**src/apt_pkg.sv**
```systemverilog
// Shared types and constants for the affine point transform.
// Fixed-point formats, matrix layout and configuration register map.
// No dependencies.
`default_nettype none
package apt_pkg;

  localparam int FRAC_BITS = 16;
  localparam int COORD_W   = 32;
  localparam int PROD_W    = 2 * COORD_W;
  localparam int SUM_W     = PROD_W + 2;
  localparam int NUM_REGS  = 8;
  localparam int CFG_W     = 2 * COORD_W;
  localparam int CFG_IDX_W = 8;
  localparam int REG_SEL_W = $clog2(NUM_REGS);
  localparam int NUM_COEF  = 16;

  localparam logic CMD_POINT     = 1'b0;
  localparam logic CMD_DIRECTION = 1'b1;

  typedef logic signed [COORD_W-1:0] coord_t;
  typedef logic signed [PROD_W-1:0]  prod_t;
  typedef logic signed [SUM_W-1:0]   sum_t;
  typedef logic        [CFG_W-1:0]   cfg_word_t;

  typedef coord_t [NUM_COEF-1:0] matrix_t;
  typedef prod_t  [NUM_COEF-1:0] prod_arr_t;
  typedef sum_t   [3:0]          sum_arr_t;
  typedef coord_t [3:0]          vec_t;

  localparam coord_t ONE_Q = coord_t'(64'sd1 <<< FRAC_BITS);

endpackage
`default_nettype wire

```
**src/apt_sat.sv**
```systemverilog
// Output stage: floor shift by the fraction width, clamp to 32 bits, flag.
// Holds the result register of the block. Depends on apt_pkg.
`default_nettype none
module apt_sat (
  input  wire logic              clk,
  input  wire logic              rst,
  input  wire logic              valid_in,
  input  wire apt_pkg::sum_arr_t sum,
  input  wire logic              next_hold,
  output logic                   hold,
  output logic                   valid,
  output apt_pkg::vec_t          result,
  output logic                   sat_flag
);
  import apt_pkg::*;

  localparam int SH_W = SUM_W - FRAC_BITS;

  vec_t                    result_next;
  logic                    sat_next;
  logic signed [SH_W-1:0]  sh [4];
  logic [3:0]              clip;

  assign hold = valid && next_hold;

  always_comb begin
    for (int j = 0; j < 4; j++) begin
      sh[j] = SH_W'(sum[j] >>> FRAC_BITS);
      // clamp when the bits above the sign of a 32-bit word disagree
      clip[j] = !((&sh[j][SH_W-1:COORD_W-1]) || !(|sh[j][SH_W-1:COORD_W-1]));
      if (clip[j]) begin
        result_next[j] = sh[j][SH_W-1] ? {1'b1, {(COORD_W-1){1'b0}}}
                                       : {1'b0, {(COORD_W-1){1'b1}}};
      end else begin
        result_next[j] = sh[j][COORD_W-1:0];
      end
    end
    sat_next = |clip;
  end

  always_ff @(posedge clk) begin
    if (rst) begin
      valid <= 1'b0;
    end else if (!hold) begin
      valid <= valid_in;
    end
  end

  always_ff @(posedge clk) begin
    if (!hold) begin
      result   <= result_next;
      sat_flag <= sat_next;
    end
  end

endmodule
`default_nettype wire
```
**config.mk**
```make
export PLATFORM = sky130hd
export DESIGN_NAME = apt_sat
export DESIGN_NICKNAME = d
export VERILOG_FILES = /design/src/apt_pkg.sv /design/src/apt_sat.sv
export SDC_FILE = /design/constraint.sdc
export NUM_CORES = 1
export LEC_CHECK = 0
export BUFFER_PORTS_ARGS = -buffer_cell sky130_fd_sc_hd__buf_4
export CORE_AREA = 2 2 154 156
export CTS_BUF_LIST = sky130_fd_sc_hd__clkbuf_4
export DETAILED_ROUTE_END_ITERATION = 8
export DIE_AREA = 0 0 156 158
export GPL_TIMING_DRIVEN = 0
export SLEW_MARGIN = 20
export SYNTH_ARGS = -nofsm -noshare
export SYNTH_HDL_FRONTEND = slang
export SYNTH_SLANG_ARGS = --single-unit
```
**constraint.sdc**
```tcl
create_clock -name clk -period 6.2 [get_ports clk]
set_input_delay 0.62 -clock clk [delete_from_list [all_inputs] [get_ports clk]]
set_output_delay 0.62 -clock clk [all_outputs]
set_load 0.01 [all_outputs]
```
# After elaboration in Yosys (flattened, before gate mapping)
# Index checks and enable logic that the tools add are counted.
[totals] register_bits=130 inputBits=268 output_inout_bits=131 elab_cells=36
[classes] muxes=8 reduce_logical=22
[ops] op="$mux W32" count=8
[ops] op="$reduce_and A19 Y1" count=4
[ops] op="$reduce_or A19 Y1" count=4
[ops] op="$logic_not A1 Y1" count=8
[ops] op="$logic_or A1 B1 Y1" count=4
[ops] op="$reduce_or A4 Y1" count=1
[ops] op="$logic_and A1 B1 Y1" count=1

# Longest topological paths before layout
[depth] ltp_word=5 mapped_depth=6 ltp_nobuf=5

# Least setup slack after synthesis
# Ideal clock, no wire load.
[synth_path] path_type="input port to output port" from="in next_hold" to="out hold" arrival_ns=3.798 required_ns=5.580 setup_slack_ns=1.782 stages=2 path_buffers=0 cell_sequence="nand2_1 > inv_1"
[synth_between] elab_chain_cells=1
[synth_lines] item="start, declared" line="apt_sat.sv:9" text="input wire logic next_hold,"
[synth_lines] item="$logic_and A1 B1 Y1" line="apt_sat.sv:24" text="assign hold = valid && next_hold;"
[synth_lines] item="end, declared" line="apt_sat.sv:10" text="output logic hold,"
# Every way passes these cells.

# Worst setup path after layout
[layout_path] from="reg valid" to="out hold"
[layout_between] elab_chain_cells=1
[layout_lines] item="start, declared" line="apt_sat.sv:11" text="output logic valid,"
[layout_lines] item="start signal, assigned" line="apt_sat.sv:45" text="valid <= valid_in;"
[layout_lines] item="$logic_and A1 B1 Y1" line="apt_sat.sv:24"
# Every way passes these cells.

==> metrics.txt <==
maximum clock frequency between 400 and 500 MHz; drc violations 0; synth warn 0; Clock Sinks 130; Clock Latency Late Sink approximately 0.51 ns; routed length per placed instance approximately 17 um; Sw Ratio around 22%; Clock Tree Buf Depth 2; Slew Limit Fails 0; Pwr Density 233.2 mW/mm2; register share of total power between 50% and 60%; WS Path Type flop to output pin; Comb pwr share 15.3%; proportion of layout cells with a drive suffix above 1 67.69%; max-capacitance violation count 0; RSZ-0062 raised after global routing false; Routability Congestion about 0.76; Setup Slack @ Placement 3.881 ns; Final Cycle Share about a third; DRT Pass-1 Iters 4; via/cell ratio approximately 4.4; CP max FO 30; TritonCTS clock tree yes; Setup Fix Bufs, Post-CTS 0; DP HPWL 12.73 mm; Resized cells post-CTS 0; Syn Inst Count between 300 and 400; syn avg cell area around 16 um2; Routed Antenna Nets 0; Worst Max-Slew Pin Slew roughly 0.48 ns; Mapped Nets approximately 620; largest net degree at the start of global routing between 50 and 60; footprint of the multi-input gates between 0.001 and 0.0015 mm2; Critical Path RT approximately 5.6 ns; GRT Util Overall about an eighth; CP startpoint kind flop; commonest non-fill, non-tap cells in the layout 334 x buf_4, 129 x edfxtp_1, 82 x a21o_2; Die H around 160 um; io pins approximately 400; Die X 156 um; hold_buf cts 0; clock skew between 0.015 and 0.02 ns; Std-Cell Rows 56; arrival time worst endpoint between 1 and 1.5 ns; Min-Delay Path Class input port to flop; initial DRC count roughly 260; initial antenna violation count 0; I/O Buffers between 300 and 400; Core ar. about 0.023 mm2; number of global-route vias before repair about 4500; area delta synth->final 57.89%; post-layout worst setup margin a little over 4 ns; Diodes inserted 0; sequential-to-total area share from yosys stat roughly 69%; internal power about 1.6 mW; Initial Util between 20% and 30%; status completed; Lkg Pwr around 4.2 nW; root buffer cell clkbuf_4; total die area between 0.02 and 0.025 mm2; vias post-DR roughly 4400; Synth Register Bits 130; Final Hold Violating Endpoints 0; crit path time final between 2 and 2.5 ns; Crit. End Element output pin; GRT overflow 0; maximum VDD drop ~110 uV; Final #Nets 970; Fin Setup TNS 0 ns; Clock power frac between 30% and 40%; post-synthesis cell type count 16; FILL cells ~2200; net switching power figure 0.4645 mW; TritonCTS Buffers 17; Routed WL ~17 mm; Setup-failing EPs final 0; worst relative slew slack between 60% and 70%; Clock transition at path regs about 0.1 ns; first-pass GRT wire length roughly 24 mm; CTS H-tree depth 4; storage element area ~0.0039 mm2; Mapped Area 0.005682 mm2; most common cell after layout, fill and taps aside buf_4
-- cell usage after synthesis --
master	number	area share, %
nor4_1	16	1.8
dfxtp_1	1	0.35
buf_6	24	4.8
dlygate4sd1_1	2	0.31
a311oi_2	4	1.1
nor2_1	10	0.66
nand2_1	1	0.066
and3_1	4	0.44
a21o_2	82	13
a31o_2	4	0.62
a21o_1	42	5.5
nor4_2	4	0.88
edfxtp_1	129	68
dlygate4sd3_1	2	0.35
nand4_1	21	2.3
inv_1	1	0.066
-- registers in the layout, summed over array words and instances, names as in the netlist --
| signal | flops |
|---|---|
| result | 128 |
| sat_flag | 1 |
| valid | 1 |
-- power by group through the flow --
stage	Sequential [mW]	Combinational, mW	Clock (mW)
finish	1.05	0.319	0.725
global route	1.05	0.344	0.786
CTS	1.05	0.324	0.758
detailed placement	1.07	0.324	0
global placement	1.07	0.316	0
floorplan	1.10	0.0702	0
-- critical path: stages (launching register included) --
cell	delay, ns
dfxtp_1	0.35
nand2_4	0.37
inv_1	0.11
buf_4	0.16
-- final cells by class --
class / count / share of cell area [%]
Buffer: 28 / 3.431
Timing Repair Buffer: 336 / 28.56
Clock buffer: 19 / 1.590
Sequential cell: 130 / 43.40
Multi-Input combinational cell: 188 / 16.54
Inverter: 1 / 0.04184
Clock inverter: 13 / 2.385
Tap cell: 290 / 4.045
-- kinds of logic (layout without fill, tap and decap cells) --
family	count (synthesis)	count (layout)	synth area share, %
buffers and inverters	29	397	5.483
and+or+nand+nor	56	56	6.122
AOI/OAI and AO/OA	132	132	19.86
DFF	130	130	68.53
-- per-stage QoR --
stage          util, %  hold WS (ns)  std cells  total power [mW]  cell area, um2
6_report         38.92        0.2672       1005             2.092            8971
4_1_cts          38.92        0.1873       1005             2.131            8971
5_1_grt          38.92        0.1768       1005             2.184            8971
2_1_floorplan        -        0.6924        347             1.175            5682
3_5_place_dp     37.37        0.7862        973             1.393            8615
3_3_place_gp     37.10        0.7839        971             1.390            8552
-- per-layer routing --
metal  track usage [%]  up-vias  part of all wire (%)
met2             22.86      188                    51
met4             3.801        0                   1.6
li1                  -     2103                     -
met1             14.27     2130                    39
met3             5.831       19                   8.6
met5                 0        -                     0
-- worst paths after layout --
check                            from           to  slack, ns  cells past startpoint
worst max-delay path            valid         hold       4.09                      3
worst min-delay path              rst        valid       0.27                      2
worst max register to register  valid   result[50]       4.79                      2
worst min register to register  valid  result[111]       0.92                      1
No activity file was read; power rests on OpenSTA's default activity.
