--- src/apt_pkg.sv ---
// Shared types and constants for the affine point transform.
// Fixed-point formats, matrix layout and configuration register map.
// No dependencies.
`default_nettype none
package apt_pkg;

  localparam int FRAC_BITS = 16;
  localparam int COORD_W   = 32;
  localparam int PROD_W    = 2 * COORD_W;
  localparam int SUM_W     = PROD_W + 2;
  localparam int NUM_REGS  = 8;
  localparam int CFG_W     = 2 * COORD_W;
  localparam int CFG_IDX_W = 8;
  localparam int REG_SEL_W = $clog2(NUM_REGS);
  localparam int NUM_COEF  = 16;

  localparam logic CMD_POINT     = 1'b0;
  localparam logic CMD_DIRECTION = 1'b1;

  typedef logic signed [COORD_W-1:0] coord_t;
  typedef logic signed [PROD_W-1:0]  prod_t;
  typedef logic signed [SUM_W-1:0]   sum_t;
  typedef logic        [CFG_W-1:0]   cfg_word_t;

  typedef coord_t [NUM_COEF-1:0] matrix_t;
  typedef prod_t  [NUM_COEF-1:0] prod_arr_t;
  typedef sum_t   [3:0]          sum_arr_t;
  typedef coord_t [3:0]          vec_t;

  localparam coord_t ONE_Q = coord_t'(64'sd1 <<< FRAC_BITS);

endpackage
`default_nettype wire

--- src/apt_sum.sv ---
// Sum stage: adds the four products of each column at full width.
// Depends on apt_pkg.
`default_nettype none
module apt_sum (
  input  wire logic               clk,
  input  wire logic               rst,
  input  wire logic               valid_in,
  input  wire apt_pkg::prod_arr_t prod,
  input  wire logic               next_hold,
  output logic                    hold,
  output logic                    valid,
  output apt_pkg::sum_arr_t       sum
);
  import apt_pkg::*;

  sum_arr_t sum_next;

  assign hold = valid && next_hold;

  always_comb begin
    for (int j = 0; j < 4; j++) begin
      sum_next[j] = sum_t'(prod[j]) + sum_t'(prod[4+j]) +
                    sum_t'(prod[8+j]) + sum_t'(prod[12+j]);
    end
  end

  always_ff @(posedge clk) begin
    if (rst) begin
      valid <= 1'b0;
    end else if (!hold) begin
      valid <= valid_in;
    end
  end

  always_ff @(posedge clk) begin
    if (!hold) begin
      sum <= sum_next;
    end
  end

endmodule
`default_nettype wire

--- config.mk ---
export PLATFORM = sky130hd
export DESIGN_NAME = apt_sum
export DESIGN_NICKNAME = d
export VERILOG_FILES = /design/src/apt_pkg.sv /design/src/apt_sum.sv
export SDC_FILE = /design/constraint.sdc
export NUM_CORES = 2
export LEC_CHECK = 0
export ABC_AREA = 1
export BUFFER_PORTS_ARGS = -buffer_cell sky130_fd_sc_hd__buf_4
export CAP_MARGIN = 20
export CORE_AREA = 2 2 498 500
export DETAILED_ROUTE_END_ITERATION = 8
export DIE_AREA = 0 0 500 502
export GPL_TIMING_DRIVEN = 0
export HOLD_SLACK_MARGIN = 0.02
export PLACE_DENSITY = 0.49
export SETUP_SLACK_MARGIN = 0.4
export SLEW_MARGIN = 20
export SYNTH_ARGS = -nofsm -noshare
export SYNTH_HDL_FRONTEND = slang
export SYNTH_SLANG_ARGS = --single-unit
export TNS_END_PERCENT = 30
--- constraint.sdc ---
create_clock -name clk -period 8.7 [get_ports clk]
set_clock_uncertainty 0.2 [all_clocks]
set_input_delay 1.305 -clock clk [delete_from_list [all_inputs] [get_ports clk]]
set_output_delay 1.305 -clock clk [all_outputs]
set_load 0.01 [all_outputs]
* Word-level counts from Yosys, hierarchy flattened
Index checks and enable logic that the tools add are counted.
** Word-level totals
- Register bits :: 265
- Output and inout port bits :: 266
** Operators by class
- Add/sub/neg operators :: 12
- Reductions and logical operators :: 1
** Operator list (number)
- $add 65x64->66 :: 4
- $add 66x64->66 :: 4
- $add 64x64->65 :: 4
- $logic_and 1x1->1 :: 1

* Depth between registers and ports, before layout
- Depth in word-level cells :: 3
- Depth in mapped cells :: 18
- Mapped depth without buffers :: 18

* Worst setup path after synthesis
Ideal clock, no wire load.
- Path kind :: in2out
- From :: input port next_hold
- To :: output port hold
- Data arrival time :: 7618 ps
- Data required time :: 7195 ps
- Slack :: -423 ps
- Stages :: 2
- Path buffers :: 0
- Cells stage by stage :: nand2_1 -> inv_1
** On the way
- Cells in the longest elaborated chain, start to end :: 1
** RTL lines
- from (decl) :: line apt_sum.sv:9 : input wire logic next_hold,
- $logic_and 1x1->1 :: line apt_sum.sv:18 : assign hold = valid && next_hold;
- to (decl) :: line apt_sum.sv:10 : output logic hold,
Every way passes these cells.

==> qor.txt <==
clk_lat worst skew: 0.64 ns
final core area utilization: 25.63%
first-pass iteration count of the detailed router: 8
CTS sink count: 265
Slew @ Worst Pin: 0.6832 ns
number of I/O port buffers: 1293
most common cell in the synthesized netlist: inv_1
grt total ovfl: 0
Mean Syn Cell Area: 6.413 sq um
wire per inst: 18.47 um
antenna violations before repair: 33
Via density: 3.859
GRT Total Usage: 17.21%
Seq pwr share: 17.3%
Min-Delay Path Class: input port to flip-flop
Initial DRC Count: 2889
Net Sw Power: 8.078 mW
EDFF count, synth: 264
final setup margin: 4.002 ns
Clock Tree Buf Depth: 3
CP Class: input port to flip-flop
Pleak: 38.14 nW
row cnt: 182
Yosys warning count: 0
Initial Util: 19.39%
cell area after synthesis: 47550 sq um
crit-path max FO: 4
Max transition margin: 54.30%
area fraction of the dominant cell type after synthesis: 21.72%
CP Data Required Time: 8.93 ns
GR Util met1: 21.88%
gp weighted congestion: 0.9443
chip width: 500 um
Async S/R FF share, synth: 0%
Hold WS: 0.6164 ns
DRC Markers: 0
Top Ports: 1294
Max IR drop VDD: 0.0001216 V
CTS tree: built
number of global-route vias before repair: 45610
met3 Usage GRT: 4.018%
status: finished, final reports clean
Worst Setup Start Kind: input port
fin crit share: 54.00%
FILL cells: 28020
clock network power share: 12.5%
combinational share of power: 70.2%
met2 global-route usage: 29.40%
layout cell share with drive strength beyond 1: 18.26%
cts hold-fix bufs: 0
routed via count: 46370
Final setup viols: 0
Pins Over Slew Limit: 0
PD cells: 241.8 nW/um^2
CTS Buf Count: 42
first-pass GRT wire length: 312000 um
Post-Layout Cell Count: 12020
slowest stage delay, CP: 0.62 ns
CP max stage cell: fa_1
arrival time worst endpoint: 4.92 ns
H-tree levels: 2
Resize count post-CTS: 0
multi-input combinational cell area: 29600 sq um
Net Sw Frac: 53.15%
critical path capture point type: flip-flop
P&R area growth vs syn: 32.17%
FF+latch area: 7948 sq um
DIE HEIGHT: 502 um
Synth Flop Type: edfxtp_1
Syn Nets: 9219
clk root buf: clkbuf_16
Placed Cells incl. Taps: 11930
Setup Slack @ Placement: 3.486 ns
core area: 245300 sq um
total of max-cap violations: 0
Seq/Total Area, Yosys: 16.71%
count of cell types in the netlist: 24
Synth area leader: fa_1
Clk pin slew, worst setup/hold paths: 0.06 ns
die area: 251000 sq um
Most Crowded Layer GR: met2
Post-CTS Setup Bufs: 0
Fmax: 212.9 MHz
WL final: 221900 um
Pwr Total: 15.20 mW
Final ANT Viol Nets: 0
CP cell instances: buf_4 -> fa_1 -> fa_1 -> ha_1 -> fa_1 -> inv_1 -> nor2_1 -> nand2_1 -> nand3_2 -> nand2_1 -> nand2_1 -> nand2_1 -> nand2_2 -> xor2_1
top cells by count, synth: inv_1 (2657), nand2_1 (2464), fa_1 (516)
nets: 10560
HPWL Detailed: 202800 um
synth top area cells: fa_1 (22%), inv_1 (21%), nand2_1 (19%)
#FFs+latches synth: 265
Syn Inst Count: 7415
RSZ-0062 raised after global routing: false
Int Pwr: 7.119 mW
final critical-path required period: 4.698 ns
largest net degree at the start of global routing: 71
Final Hold Fails: 0
CP dominant cell by count: nand2_1
-- worst max-delay path: cells and delay by family --
| family | cells | cell delay [ns] |
|---|---|---|
| adder cells (fa/ha/maj) | 4 | 2.25 |
| AND/OR/NAND/NOR | 7 | 0.83 |
| XOR/XNOR | 1 | 0.32 |
| buffers and inverters | 2 | 0.21 |
-- final cells by class --
type	count	share of cell area, %
Antenna cell	6	0.02389
Clock buffer	46	1.730
Clock inverter	32	0.5714
Inverter	2669	15.94
Multi-Input combinational cell	4481	47.10
Sequential cell	265	12.65
Tap cell	3220	6.410
Timing Repair Buffer	1296	15.58
-- power by group through the flow --
| stage | clock (mW) | sequential (mW) | combinational (mW) |
|---|---|---|---|
| 2_1_floorplan | 0 | 2.92 | 5.68 |
| 5_1_grt | 2.03 | 2.70 | 11.9 |
| 3_5_place_dp | 0 | 2.64 | 10.7 |
| 6_report | 1.90 | 2.63 | 10.7 |
| 3_3_place_gp | 0 | 2.65 | 10.7 |
| 4_1_cts | 2.00 | 2.64 | 10.8 |
-- cells in the final DEF, fill, tap and decap left out, drive strengths merged --
cell type | netlist | layout
diode | 0 | 6
clkinvlp | 0 | 6
or2 | 12 | 12
o21ai | 8 | 8
inv | 2667 | 2671
bufinv | 0 | 6
buf | 0 | 1296
nand4 | 42 | 42
dfxtp | 1 | 1
nor2 | 492 | 492
xor2 | 124 | 124
fa | 516 | 516
xnor2 | 4 | 4
a21oi | 168 | 168
nand3 | 238 | 238
clkinv | 2 | 18
edfxtp | 264 | 264
ha | 260 | 260
nor4 | 8 | 8
nor3 | 62 | 62
nand2 | 2547 | 2547
clkbuf | 0 | 46
-- sequential cells by signal, summed over array words and instances, names as in the netlist --
signal and cells:
sum 264, valid 1
-- metal layers --
layer,up-vias,part of all wire (%)
met3,179,7.5
met1,21280,43
met5,-,0.046
li1,23530,-
met4,14,2.3
met2,1372,47
-- through the flow --
| stage | area, sq um | TNS (ns) |
|---|---|---|
| global route | 62840 | 0 |
| CTS | 62830 | 0 |
| global placement | 61290 | -0.5144 |
| floorplan | 47560 | 0 |
| finish | 62850 | 0 |
| detailed placement | 61390 | 0 |
-- logic make-up (layout without fill, tap and decap cells) --
| logic type | after synthesis | in the layout | synth area share (%) |
|---|---|---|---|
| AO/OA/AOI/OAI | 176 | 176 | 1.852 |
| XOR/XNOR | 128 | 128 | 2.358 |
| adder cells (fa/ha/maj) | 776 | 776 | 28.56 |
| buffers and inverters | 2669 | 4043 | 21.07 |
| flip-flops | 265 | 265 | 16.71 |
| other | 0 | 6 | 0 |
| AND/OR/NAND/NOR | 3401 | 3401 | 29.45 |
-- final timing paths --
path	endpoint	startpoint	slack, ns	cells past startpoint
max	sum[229]	prod[192]	4.00	14
min	valid	rst	0.62	2
max reg2reg	sum[10]	valid	6.34	3
min reg2reg	sum[197]	valid	0.84	1
No activity file was read; power rests on OpenSTA's default activity.
